$ cat src/hdl/gtl_pkg.sv
// Shared types, constants and register codes of the glyph layout engine.
package gtl_pkg;

  localparam int unsigned SCREEN_W        = 131;
  localparam int unsigned SCREEN_H        = 80;
  localparam int unsigned NUM_CHUNKS_DEF  = 4;
  localparam int unsigned QUEUE_DEPTH     = 2;

  localparam int unsigned CHUNK_IDX_W = 2;
  localparam int unsigned BASE_W      = 24;
  localparam int unsigned START_W     = 14;
  localparam int unsigned CODE_W      = 15;
  localparam int unsigned CFG_IDX_W   = 3;
  localparam int unsigned CFG_DATA_W  = 10;

  localparam logic [7:0] LEAD_MIN  = 8'hA0;
  localparam logic [7:0] NEWLINE   = 8'h0A;
  localparam int         ROWS_PER  = 94;
  localparam int         SPACE     = 32;
  localparam int         LOW_ROW   = 3;
  // linear code of a single low byte is byte + LOW_CODE_OFS
  localparam int         LOW_CODE_OFS = (LOW_ROW - 1) * ROWS_PER - SPACE - 1;
  localparam int         LEAD_OFS     = 161;

  typedef enum logic [1:0] {
    ACT_TEXT    = 2'd0,
    ACT_CHUNK   = 2'd1,
    ACT_RESTART = 2'd2,
    ACT_NOP     = 2'd3
  } action_e;

  typedef enum logic [1:0] {
    KIND_GLYPH = 2'd0,
    KIND_BREAK = 2'd1,
    KIND_PAGE  = 2'd2
  } kind_e;

  typedef enum logic [2:0] {
    OP_CHUNK,
    OP_RESTART,
    OP_LEAD,
    OP_NEWLINE,
    OP_GLYPH
  } op_e;

  typedef enum logic [CFG_IDX_W-1:0] {
    REG_LINE_START_X  = 3'd0,
    REG_PAGE_START_Y  = 3'd1,
    REG_GLYPH_ROWS    = 3'd2,
    REG_GLYPH_ADVANCE = 3'd3,
    REG_LINE_GAP      = 3'd4,
    REG_GLYPH_BYTES   = 3'd5
  } reg_e;

  typedef struct packed {
    op_e                         op;
    logic signed [CODE_W-1:0]    code;
    logic [CHUNK_IDX_W-1:0]      chunk_idx;
    logic [BASE_W-1:0]           base;
    logic [START_W-1:0]          start;
  } op_t;

  typedef struct packed {
    logic [7:0] line_start_x;
    logic [7:0] page_start_y;
    logic [6:0] glyph_rows;
    logic [6:0] glyph_advance;
    logic [6:0] line_gap;
    logic [9:0] glyph_bytes;
  } cfg_t;

  typedef struct packed {
    kind_e             kind;
    logic [7:0]        pos_x;
    logic [7:0]        pos_y;
    logic [BASE_W-1:0] glyph_addr;
    logic              page_full;
    logic              bad_code;
    logic              last;
  } res_t;

endpackage

$ cat src/hdl/gtl_front.sv
// Front end: decodes actions, pairs lead bytes and forms linear codes.
module gtl_front import gtl_pkg::*; (
  input  logic                   clk_i,
  input  logic                   rst_ni,
  input  logic                   in_valid_i,
  output logic                   in_ready_o,
  input  logic [1:0]             action_i,
  input  logic [7:0]             text_byte_i,
  input  logic [CHUNK_IDX_W-1:0] chunk_idx_i,
  input  logic [BASE_W-1:0]      chunk_base_i,
  input  logic [START_W-1:0]     chunk_start_i,
  output logic                   push_o,
  output op_t                    op_o,
  input  logic                   q_full_i
);

  logic              lead_pending_q, lead_pending_d;
  logic [7:0]        lead_value_q;
  logic              fire;
  logic signed [8:0] row_s, cell_s;
  logic signed [15:0] lead_code;
  logic [CODE_W-1:0]  low_code;

  assign in_ready_o = !q_full_i;
  assign fire       = in_valid_i && in_ready_o;

  assign row_s     = $signed({1'b0, lead_value_q}) - 9'sd161;
  assign cell_s    = $signed({1'b0, text_byte_i}) - 9'sd161;
  assign lead_code = 16'(row_s) * 16'(ROWS_PER) + 16'(cell_s);
  assign low_code  = CODE_W'(text_byte_i) + CODE_W'(LOW_CODE_OFS);

  always_comb begin
    lead_pending_d  = lead_pending_q;
    push_o          = 1'b0;
    op_o.op         = OP_CHUNK;
    op_o.code       = '0;
    op_o.chunk_idx  = chunk_idx_i;
    op_o.base       = chunk_base_i;
    op_o.start      = chunk_start_i;
    unique case (action_e'(action_i))
      ACT_CHUNK: begin
        push_o  = fire;
        op_o.op = OP_CHUNK;
      end
      ACT_RESTART: begin
        push_o         = fire;
        op_o.op        = OP_RESTART;
        lead_pending_d = 1'b0;
      end
      ACT_TEXT: begin
        push_o = fire;
        if (!lead_pending_q && text_byte_i >= LEAD_MIN) begin
          op_o.op        = OP_LEAD;
          lead_pending_d = 1'b1;
        end else if (!lead_pending_q && text_byte_i == NEWLINE) begin
          op_o.op = OP_NEWLINE;
        end else begin
          op_o.op        = OP_GLYPH;
          op_o.code      = lead_pending_q ? lead_code[CODE_W-1:0] : low_code;
          lead_pending_d = 1'b0;
        end
      end
      ACT_NOP: begin
        push_o = 1'b0;
      end
      default: begin
        push_o = 1'b0;
      end
    endcase
  end

  always_ff @(posedge clk_i or negedge rst_ni) begin
    if (!rst_ni) begin
      lead_pending_q <= 1'b0;
    end else if (fire) begin
      lead_pending_q <= lead_pending_d;
    end
  end

  // lead byte is only read while pending
  always_ff @(posedge clk_i) begin
    if (fire && !lead_pending_q && action_e'(action_i) == ACT_TEXT &&
        text_byte_i >= LEAD_MIN) begin
      lead_value_q <= text_byte_i;
    end
  end

endmodule

$ cat src/hdl/gtl_queue.sv
// Short op queue between front and back end.
module gtl_queue import gtl_pkg::*; (
  input  logic clk_i,
  input  logic rst_ni,
  input  logic push_i,
  input  op_t  op_i,
  output logic full_o,
  output logic valid_o,
  output op_t  op_o,
  input  logic pop_i
);

  localparam int unsigned PTR_W = (QUEUE_DEPTH > 1) ? $clog2(QUEUE_DEPTH) : 1;
  localparam int unsigned CNT_W = $clog2(QUEUE_DEPTH + 1);

  op_t              slot_q [QUEUE_DEPTH];
  logic [PTR_W-1:0] wr_ptr_q, rd_ptr_q;
  logic [CNT_W-1:0] count_q;
  logic             do_push, do_pop;

  assign full_o  = (count_q == CNT_W'(QUEUE_DEPTH));
  assign valid_o = (count_q != '0);
  assign op_o    = slot_q[rd_ptr_q];
  assign do_push = push_i && !full_o;
  assign do_pop  = pop_i && valid_o;

  function automatic logic [PTR_W-1:0] ptr_next(input logic [PTR_W-1:0] p);
    ptr_next = (p == PTR_W'(QUEUE_DEPTH - 1)) ? '0 : p + 1'b1;
  endfunction

  always_ff @(posedge clk_i or negedge rst_ni) begin
    if (!rst_ni) begin
      wr_ptr_q <= '0;
      rd_ptr_q <= '0;
      count_q  <= '0;
    end else begin
      if (do_push) wr_ptr_q <= ptr_next(wr_ptr_q);
      if (do_pop)  rd_ptr_q <= ptr_next(rd_ptr_q);
      if (do_push && !do_pop) begin
        count_q <= count_q + 1'b1;
      end else if (do_pop && !do_push) begin
        count_q <= count_q - 1'b1;
      end
    end
  end

  always_ff @(posedge clk_i) begin
    if (do_push) slot_q[wr_ptr_q] <= op_i;
  end

endmodule

$ cat src/hdl/gtl_back.sv
// Back end: cursor and page tracking, chunk lookup, address stage, output register.
module gtl_back import gtl_pkg::*; #(
  parameter int unsigned NUM_CHUNKS = NUM_CHUNKS_DEF
) (
  input  logic clk_i,
  input  logic rst_ni,
  input  cfg_t cfg_i,
  input  logic q_valid_i,
  input  op_t  op_i,
  output logic pop_o,
  output logic out_valid_o,
  input  logic out_ready_i,
  output res_t res_o
);

  logic [BASE_W-1:0]  chunk_base_q  [NUM_CHUNKS];
  logic [START_W-1:0] chunk_start_q [NUM_CHUNKS];

  logic [7:0] cursor_x_q, cursor_x_d;
  logic [7:0] cursor_y_q, cursor_y_d;
  logic       page_done_q, page_done_d;
  logic       page_fresh_q, page_fresh_d;

  logic               s2_valid_q;
  res_t               s2_res_q;
  logic [BASE_W-1:0]  s2_base_q;
  logic [START_W-1:0] s2_off_q;
  res_t               s2_out;

  logic out_valid_q;
  res_t out_res_q;

  logic out_adv, s2_free, fire;
  logic emit, chunk_we;
  res_t emit_res;
  logic [BASE_W-1:0]  emit_base;
  logic [START_W-1:0] emit_off;

  // cursor step
  logic [7:0] ax;
  logic [8:0] ay;
  logic       x_fits, y_fits;
  logic [7:0] line_y;

  // chunk search
  logic               hit;
  logic [BASE_W-1:0]  sel_base;
  logic [START_W-1:0] sel_start;

  logic [BASE_W-1:0] prod;

  assign out_adv = !out_valid_q || out_ready_i;
  assign s2_free = !s2_valid_q || out_adv;
  assign fire    = q_valid_i && s2_free;

  assign ax = (op_i.op == OP_NEWLINE) ? 8'(SCREEN_W) : cursor_x_q;
  assign ay = (op_i.op == OP_NEWLINE) ? {1'b0, cursor_y_q} + {2'b0, cfg_i.glyph_rows}
                                      : {1'b0, cursor_y_q};
  assign x_fits = ({2'b0, ax} + {2'b0, cfg_i.glyph_advance, 1'b0}) <= 10'(SCREEN_W);
  assign y_fits = ({1'b0, ay} + {2'b0, cfg_i.glyph_rows, 1'b0} + {3'b0, cfg_i.line_gap})
                  <= 10'(SCREEN_H);
  assign line_y = 8'({1'b0, ay} + {3'b0, cfg_i.glyph_rows} + {3'b0, cfg_i.line_gap});

  // first entry from index 0 upward whose start the code reaches
  always_comb begin
    hit       = 1'b0;
    sel_base  = '0;
    sel_start = '0;
    for (int i = NUM_CHUNKS - 1; i >= 0; i--) begin
      if (!op_i.code[CODE_W-1] && op_i.code[START_W-1:0] >= chunk_start_q[i]) begin
        hit       = 1'b1;
        sel_base  = chunk_base_q[i];
        sel_start = chunk_start_q[i];
      end
    end
  end

  always_comb begin
    cursor_x_d          = cursor_x_q;
    cursor_y_d          = cursor_y_q;
    page_done_d         = page_done_q;
    page_fresh_d        = page_fresh_q;
    pop_o               = 1'b0;
    emit                = 1'b0;
    chunk_we            = 1'b0;
    emit_res.kind       = KIND_GLYPH;
    emit_res.pos_x      = cursor_x_q;
    emit_res.pos_y      = cursor_y_q;
    emit_res.glyph_addr = '0;
    emit_res.page_full  = 1'b0;
    emit_res.bad_code   = 1'b0;
    emit_res.last       = 1'b1;
    emit_base           = '0;
    emit_off            = '0;
    if (fire) begin
      if (op_i.op == OP_CHUNK) begin
        pop_o    = 1'b1;
        chunk_we = 1'b1;
      end else if (op_i.op == OP_RESTART ||
                   (page_done_q && (op_i.op == OP_LEAD || op_i.op == OP_NEWLINE ||
                                    op_i.op == OP_GLYPH))) begin
        // new page; a glyph stays queued and is drawn when it is next taken
        cursor_x_d     = cfg_i.line_start_x;
        cursor_y_d     = cfg_i.page_start_y;
        page_done_d    = 1'b0;
        page_fresh_d   = (op_i.op == OP_RESTART);
        emit           = 1'b1;
        emit_res.kind  = KIND_PAGE;
        emit_res.pos_x = cfg_i.line_start_x;
        emit_res.pos_y = cfg_i.page_start_y;
        emit_res.last  = (op_i.op != OP_GLYPH);
        pop_o          = (op_i.op != OP_GLYPH);
        if (op_i.op == OP_GLYPH) page_fresh_d = 1'b1;
      end else if (op_i.op == OP_LEAD) begin
        pop_o        = 1'b1;
        page_fresh_d = 1'b0;
      end else if (op_i.op == OP_NEWLINE || op_i.op == OP_GLYPH) begin
        pop_o        = 1'b1;
        page_fresh_d = 1'b0;
        // newline at the top of a page is swallowed
        if (op_i.op == OP_GLYPH || !page_fresh_q) begin
          emit          = 1'b1;
          emit_res.kind = (op_i.op == OP_GLYPH) ? KIND_GLYPH : KIND_BREAK;
          if (x_fits) begin
            cursor_x_d = 8'({2'b0, ax} + {3'b0, cfg_i.glyph_advance});
            cursor_y_d = ay[7:0];
          end else if (y_fits) begin
            cursor_x_d = cfg_i.line_start_x;
            cursor_y_d = line_y;
          end else begin
            page_done_d        = 1'b1;
            emit_res.page_full = 1'b1;
          end
          if (op_i.op == OP_GLYPH) begin
            emit_res.bad_code = !hit;
            if (hit) begin
              emit_base = sel_base;
              emit_off  = op_i.code[START_W-1:0] - sel_start;
            end
          end
        end
      end else begin
        pop_o = 1'b1;
      end
    end
  end

  always_ff @(posedge clk_i or negedge rst_ni) begin
    if (!rst_ni) begin
      cursor_x_q   <= '0;
      cursor_y_q   <= '0;
      page_done_q  <= 1'b0;
      page_fresh_q <= 1'b1;
      s2_valid_q   <= 1'b0;
      out_valid_q  <= 1'b0;
    end else begin
      cursor_x_q   <= cursor_x_d;
      cursor_y_q   <= cursor_y_d;
      page_done_q  <= page_done_d;
      page_fresh_q <= page_fresh_d;
      if (s2_free) s2_valid_q  <= emit;
      if (out_adv) out_valid_q <= s2_valid_q;
    end
  end

  always_ff @(posedge clk_i) begin
    for (int i = 0; i < NUM_CHUNKS; i++) begin
      if (chunk_we && int'(op_i.chunk_idx) == i) begin
        chunk_base_q[i]  <= op_i.base;
        chunk_start_q[i] <= op_i.start;
      end
    end
  end

  assign prod = {{(BASE_W-START_W){1'b0}}, s2_off_q} *
                {{(BASE_W-10){1'b0}}, cfg_i.glyph_bytes};

  always_comb begin
    s2_out            = s2_res_q;
    s2_out.glyph_addr = s2_base_q + prod;
  end

  always_ff @(posedge clk_i) begin
    if (s2_free && emit) begin
      s2_res_q  <= emit_res;
      s2_base_q <= emit_base;
      s2_off_q  <= emit_off;
    end
    if (out_adv && s2_valid_q) begin
      out_res_q <= s2_out;
    end
  end

  assign out_valid_o = out_valid_q;
  assign res_o       = out_res_q;

endmodule

$ cat src/hdl/text_glyph_layout_engine.sv
// Top level of the GB2312 glyph layout engine.
//
//  port group   dir  transfer contents
//  s_axis_*     in   one text byte, chunk table write or page restart
//  m_axis_*     out  one glyph, line break or new page result
//  cfg_*        in   register write, index 0..5, no read-back
//
// The front end takes one input byte per clock while its two-entry queue has room.
// The back end retires one queued op per clock while its address stage has room; a
// glyph arriving on a full page stays queued for the new-page result, then is drawn.
// After its op is taken, a result passes lookup, address multiply and the output
// register. The chunk table has no reset; load all entries before text.
// A stalled m_axis side fills the output register, the address stage, then the
// queue, after which s_axis_tready drops.
module text_glyph_layout_engine import gtl_pkg::*; #(
  parameter int unsigned NUM_CHUNKS = NUM_CHUNKS_DEF
) (
  input  logic                  clk_i,
  input  logic                  rst_ni,
  input  logic                  s_axis_tvalid,
  output logic                  s_axis_tready,
  // text_byte[7:0], chunk_index[9:8], chunk_base[33:10], chunk_start[47:34]
  input  logic [47:0]           s_axis_tdata,
  // action[1:0]
  input  logic [1:0]            s_axis_tuser,
  output logic                  m_axis_tvalid,
  input  logic                  m_axis_tready,
  // pos_x[7:0], pos_y[15:8], glyph_addr[39:16], page_full[40], bad_code[41], zero[47:42]
  output logic [47:0]           m_axis_tdata,
  // kind[1:0]
  output logic [1:0]            m_axis_tuser,
  output logic                  m_axis_tlast,
  input  logic                  cfg_we_i,
  input  logic [CFG_IDX_W-1:0]  cfg_idx_i,
  input  logic [CFG_DATA_W-1:0] cfg_wdata_i
);

  cfg_t cfg_q;
  logic push, q_full, q_valid, pop;
  op_t  push_op, head_op;
  res_t res;

  always_ff @(posedge clk_i or negedge rst_ni) begin
    if (!rst_ni) begin
      cfg_q.line_start_x  <= 8'd0;
      cfg_q.page_start_y  <= 8'd0;
      cfg_q.glyph_rows    <= 7'd12;
      cfg_q.glyph_advance <= 7'd12;
      cfg_q.line_gap      <= 7'd1;
      cfg_q.glyph_bytes   <= 10'd24;
    end else if (cfg_we_i) begin
      unique case (cfg_idx_i)
        REG_LINE_START_X:  cfg_q.line_start_x  <= cfg_wdata_i[7:0];
        REG_PAGE_START_Y:  cfg_q.page_start_y  <= cfg_wdata_i[7:0];
        REG_GLYPH_ROWS:    cfg_q.glyph_rows    <= cfg_wdata_i[6:0];
        REG_GLYPH_ADVANCE: cfg_q.glyph_advance <= cfg_wdata_i[6:0];
        REG_LINE_GAP:      cfg_q.line_gap      <= cfg_wdata_i[6:0];
        REG_GLYPH_BYTES:   cfg_q.glyph_bytes   <= cfg_wdata_i[9:0];
        default: begin
        end
      endcase
    end
  end

  gtl_front u_front (
    .clk_i         (clk_i),
    .rst_ni        (rst_ni),
    .in_valid_i    (s_axis_tvalid),
    .in_ready_o    (s_axis_tready),
    .action_i      (s_axis_tuser),
    .text_byte_i   (s_axis_tdata[7:0]),
    .chunk_idx_i   (s_axis_tdata[9:8]),
    .chunk_base_i  (s_axis_tdata[33:10]),
    .chunk_start_i (s_axis_tdata[47:34]),
    .push_o        (push),
    .op_o          (push_op),
    .q_full_i      (q_full)
  );

  gtl_queue u_queue (
    .clk_i   (clk_i),
    .rst_ni  (rst_ni),
    .push_i  (push),
    .op_i    (push_op),
    .full_o  (q_full),
    .valid_o (q_valid),
    .op_o    (head_op),
    .pop_i   (pop)
  );

  gtl_back #(
    .NUM_CHUNKS (NUM_CHUNKS)
  ) u_back (
    .clk_i       (clk_i),
    .rst_ni      (rst_ni),
    .cfg_i       (cfg_q),
    .q_valid_i   (q_valid),
    .op_i        (head_op),
    .pop_o       (pop),
    .out_valid_o (m_axis_tvalid),
    .out_ready_i (m_axis_tready),
    .res_o       (res)
  );

  assign m_axis_tdata = {6'b0, res.bad_code, res.page_full, res.glyph_addr,
                         res.pos_y, res.pos_x};
  assign m_axis_tuser = res.kind;
  assign m_axis_tlast = res.last;

  a_page_clean: assert property (@(posedge clk_i) disable iff (!rst_ni)
    m_axis_tvalid && m_axis_tuser == KIND_PAGE |->
      m_axis_tdata[41:40] == 2'b00 && m_axis_tdata[39:16] == 24'd0)
    else $error("new-page result carries flags or an address");

  a_bad_no_addr: assert property (@(posedge clk_i) disable iff (!rst_ni)
    m_axis_tvalid && m_axis_tdata[41] |->
      m_axis_tuser == KIND_GLYPH && m_axis_tdata[39:16] == 24'd0)
    else $error("bad code result with an address or wrong kind");

  a_break_no_addr: assert property (@(posedge clk_i) disable iff (!rst_ni)
    m_axis_tvalid && m_axis_tuser == KIND_BREAK |->
      m_axis_tdata[39:16] == 24'd0 && !m_axis_tdata[41])
    else $error("line break result with an address");

  a_only_page_open: assert property (@(posedge clk_i) disable iff (!rst_ni)
    m_axis_tvalid && !m_axis_tlast |-> m_axis_tuser == KIND_PAGE)
    else $error("non-final result that is not a new page");

endmodule
$ cat config.mk
export PLATFORM = sky130hd
export DESIGN_NAME = text_glyph_layout_engine
export DESIGN_NICKNAME = d
export VERILOG_FILES = /design/src/hdl/gtl_pkg.sv /design/src/hdl/gtl_front.sv /design/src/hdl/gtl_queue.sv /design/src/hdl/gtl_back.sv /design/src/hdl/text_glyph_layout_engine.sv
export SDC_FILE = /design/constraint.sdc
export NUM_CORES = 1
export LEC_CHECK = 0
export BUFFER_PORTS_ARGS = -buffer_cell sky130_fd_sc_hd__buf_4
export CAP_MARGIN = 20
export CORE_MARGIN = 4
export CORE_UTILIZATION = 25
export DETAILED_ROUTE_END_ITERATION = 16
export PLACE_DENSITY = 0.44
export REMOVE_ABC_BUFFERS = 1
export SLEW_MARGIN = 40
export SYNTH_ARGS = -nofsm -noshare
export SYNTH_HDL_FRONTEND = slang
export SYNTH_SLANG_ARGS = --single-unit
$ cat constraint.sdc
create_clock -name clk_i -period 12.07 [get_ports clk_i]
set_clock_uncertainty 0.1 [all_clocks]
set_input_delay 1.207 -clock clk_i [delete_from_list [all_inputs] [get_ports clk_i]]
set_output_delay 1.207 -clock clk_i [all_outputs]
set_load 0.03 [all_outputs]
==> flow_metrics.env <==
export IMPL_synth_cell_type_count=96
export IMPL_path_class="reg2reg"
export IMPL_port_buffers=114
export IMPL_synth_commonest_cells="380 x edfxtp_1, 316 x inv_1, 224 x nand2_1, 207 x ha_1, 155 x fa_1"
export IMPL_die_area_mm2=0.1186
export IMPL_worst_slew_pin_slew_ns=0.8089
export IMPL_grtUsageTotal=0.1167
export IMPL_grt_setup_unrepaired="false"
export IMPL_grt_met3_usage=0.01746
export IMPL_final_antenna_net_count=0
export IMPL_max_freq_mhz=148.4
export IMPL_period_share=0.5582
export IMPL_core_mm2=0.1125
export IMPL_status="finished, final reports clean"
export IMPL_cts_hold_buf=0
export IMPL_worstPathMaxFanout=57
export IMPL_yosysTopAreaCellShare=0.4033
export IMPL_via_count=17980
export IMPL_synth_area_per_cell_um2=11.66
export IMPL_initial_core_util=0.2515
export IMPL_cts_root_buf="clkbuf_16"
export IMPL_grt_max_degree=80
export IMPL_startpoint_type="flop"
export IMPL_finalSetupTns_ns=0
export IMPL_gr_max_usage_layer="met2"
export IMPL_fp_dieW_um=344.4
export IMPL_ios=121
export IMPL_clk_pin_slew_ns=0.06
export IMPL_cp_arrival_ns=7.13
export IMPL_clk_path_buf_depth=3
export IMPL_drc=0
export IMPL_synth_edf_count=380
export IMPL_drt_iter0_markers=827
export IMPL_num_rows=123
export IMPL_cts_num_sinks=452
export IMPL_drt_vias_per_instance=4.397
export IMPL_first_pass_iters=5
export IMPL_fin_nets=2974
export IMPL_ys_seq_elements=452
export IMPL_cts_tree="done"
export IMPL_cp_required_ns=12.46
export IMPL_antenna_found_initial=2
export IMPL_synthTopCellsByArea="edfxtp_1 40%, fa_1 11%, ha_1 9.2%, dfrtp_1 5.7%, inv_1 4.2%"
export IMPL_maxSlewHeadroom=0.4587
export IMPL_synthCells=2427
export IMPL_drive_gt1_frac=0.1453
export IMPL_met2_usage=0.2020
export IMPL_place_hpwl_mm=50.90
export IMPL_grtUsageMet1=0.1514
export IMPL_place_gp_congestion=0.8426
export IMPL_clk_insertion_delay_late_ns=0.65
export IMPL_area_delta_synth_final_pct=15.68
export IMPL_drv_slew=0
export IMPL_drv_cap=0
export IMPL_hold_path_class="in2async"
export IMPL_grt_ovfl_total=0
export IMPL_postRouteWirelength_mm=69.06
export IMPL_cts_resized=0
export IMPL_post_cts_buffers=0
export IMPL_grt_pass1_vias=19303
export IMPL_grt_pass1_wl_mm=108.6
export IMPL_yosysWarnings=0
export IMPL_end_kind="flop"
export IMPL_numCtsBuffers=54
export IMPL_hold_violations=0
export IMPL_synth_flop_cell="edfxtp_1"
export IMPL_async_flop_share=0.1593
export IMPL_synth_top_area_cell="edfxtp_1"
export IMPL_final_min_clock_period_ns=6.737
export IMPL_die_h_um=344.4
export IMPL_yosys_cell_count_top_type="edfxtp_1"
export IMPL_cts_max_level=2
export IMPL_fillCellCount=11547
export IMPL_yosysSeqAreaShare=0.4674
export IMPL_avgRoutedWirePerCell_um=16.89
export IMPL_synth_area_mm2=0.02829
export IMPL_setup_viol=0
==> state kept, by name, indices dropped and copies added (netlist names) <==
signal	count
u_queue.slot_q	116
u_back.page_fresh_q	1
u_queue.wr_ptr_q	1
u_back.s2_off_q	14
u_back.cursor_y_q	8
u_back.cursor_x_q	8
u_back.s2_valid_q	1
u_back.chunk_start_q	56
u_front.lead_value_q	8
u_back.s2_base_q	24
u_back.s2_out	21
u_back.res_o	45
u_back.page_done_q	1
u_back.chunk_base_q	96
u_back.out_valid_o	1
u_queue.count_q	2
cfg_q	47
u_front.lead_pending_q	1
u_queue.rd_ptr_q	1
==> worst max-delay path: stages, from the launching register on <==
cell and delay (ns):
dfrtp_4 0.53, buf_6 0.54, mux2i_1 0.56, ha_1 0.32, nand2b_1 0.14, a31oi_1 0.23
o21ai_0 0.26, a21o_1 0.27, nor2b_4 0.58, buf_4 0.38, a221oi_1 0.12, a211oi_1 0.28
a21oi_1 0.07, ha_1 0.29, nor2b_1 0.16, o211ai_1 0.14, and3_1 0.21, o31ai_1 0.40
o41ai_1 0.17, o21a_1 0.22, or3b_2 0.43, mux2i_1 0.13
==> layout make-up <==
type,instances,area [µm²],share of cell area
Clock buffer,61,1398,0.04270
Multi-Input combinational cell,1580,13560,0.4143
Timing Repair Buffer,138,1077,0.03292
Inverter,318,1194,0.03647
Sequential cell,452,13230,0.4041
Clock inverter,39,396.6,0.01212
Antenna cell,1,2.502,0.00007646
Tap cell,1500,1877,0.05734
==> kinds of logic (layout without fill, tap and decap cells) <==
group	after synthesis	count (layout)	share of synthesized area
compound gates	406	406	0.09685
xor+xnor	100	100	0.03096
fa+ha+maj	362	362	0.2012
buf+inv	400	556	0.05709
flops	452	452	0.4674
mux	116	116	0.04621
other cells	1	7	0.0001325
simple gates	590	590	0.1002
==> through the flow <==
step	util	setup WS [ns]	cell area (µm²)	instances	hold WS [ns]
2_1_floorplan	-	4.217	27890	2350	0.3003
4_1_cts	0.2907	5.230	32700	4087	0.2529
3_5_place_dp	0.2747	5.245	30910	3987	0.3072
5_1_grt	0.2909	4.702	32730	4088	0.2788
6_report	0.2909	5.333	32730	4089	0.3126
3_3_place_gp	0.2743	4.744	30850	3985	0.3056
==> worst paths after layout <==
path | from | end | slack, ns | cells after the start
min reg2reg | u_back.s2_out[41] | u_back.res_o[41] | 0.32 | 0
min in group clk_i | u_back.s2_out[41] | u_back.res_o[41] | 0.32 | 0
max in group asynchronous | rst_ni | u_queue.rd_ptr_q | 10.63 | 2
max reg2reg | u_queue.rd_ptr_q | u_back.s2_off_q[13] | 5.33 | 21
max | u_queue.rd_ptr_q | u_back.s2_off_q[13] | 5.33 | 21
min | rst_ni | cfg_q[43] | 0.31 | 1
==> layout by cell type, fill, tap and decap left out, types with 36 or more instances in the layout <==
master     instances
a21oi_1          119
a221oi_1          39
and2_1            59
buf_4            130
clkbuf_16         54
dfrtp_1           63
edfxtp_1         380
fa_1             155
ha_1             207
inv_1            316
mux2_2            89
nand2_1          223
nor2_1           131
o21ai_0           69
xnor2_1           64
xor2_1            36
==> metal layers <==
metal,up-vias,routed length (µm)
met3,98,2249
met1,8895,31730
met5,-,0
met2,289,33480
met4,0,1601
li1,8698,-
Power is left out: the tool's default activity adds up to more than one toggle a clock period on the data nets, which glitch-free logic cannot reach.
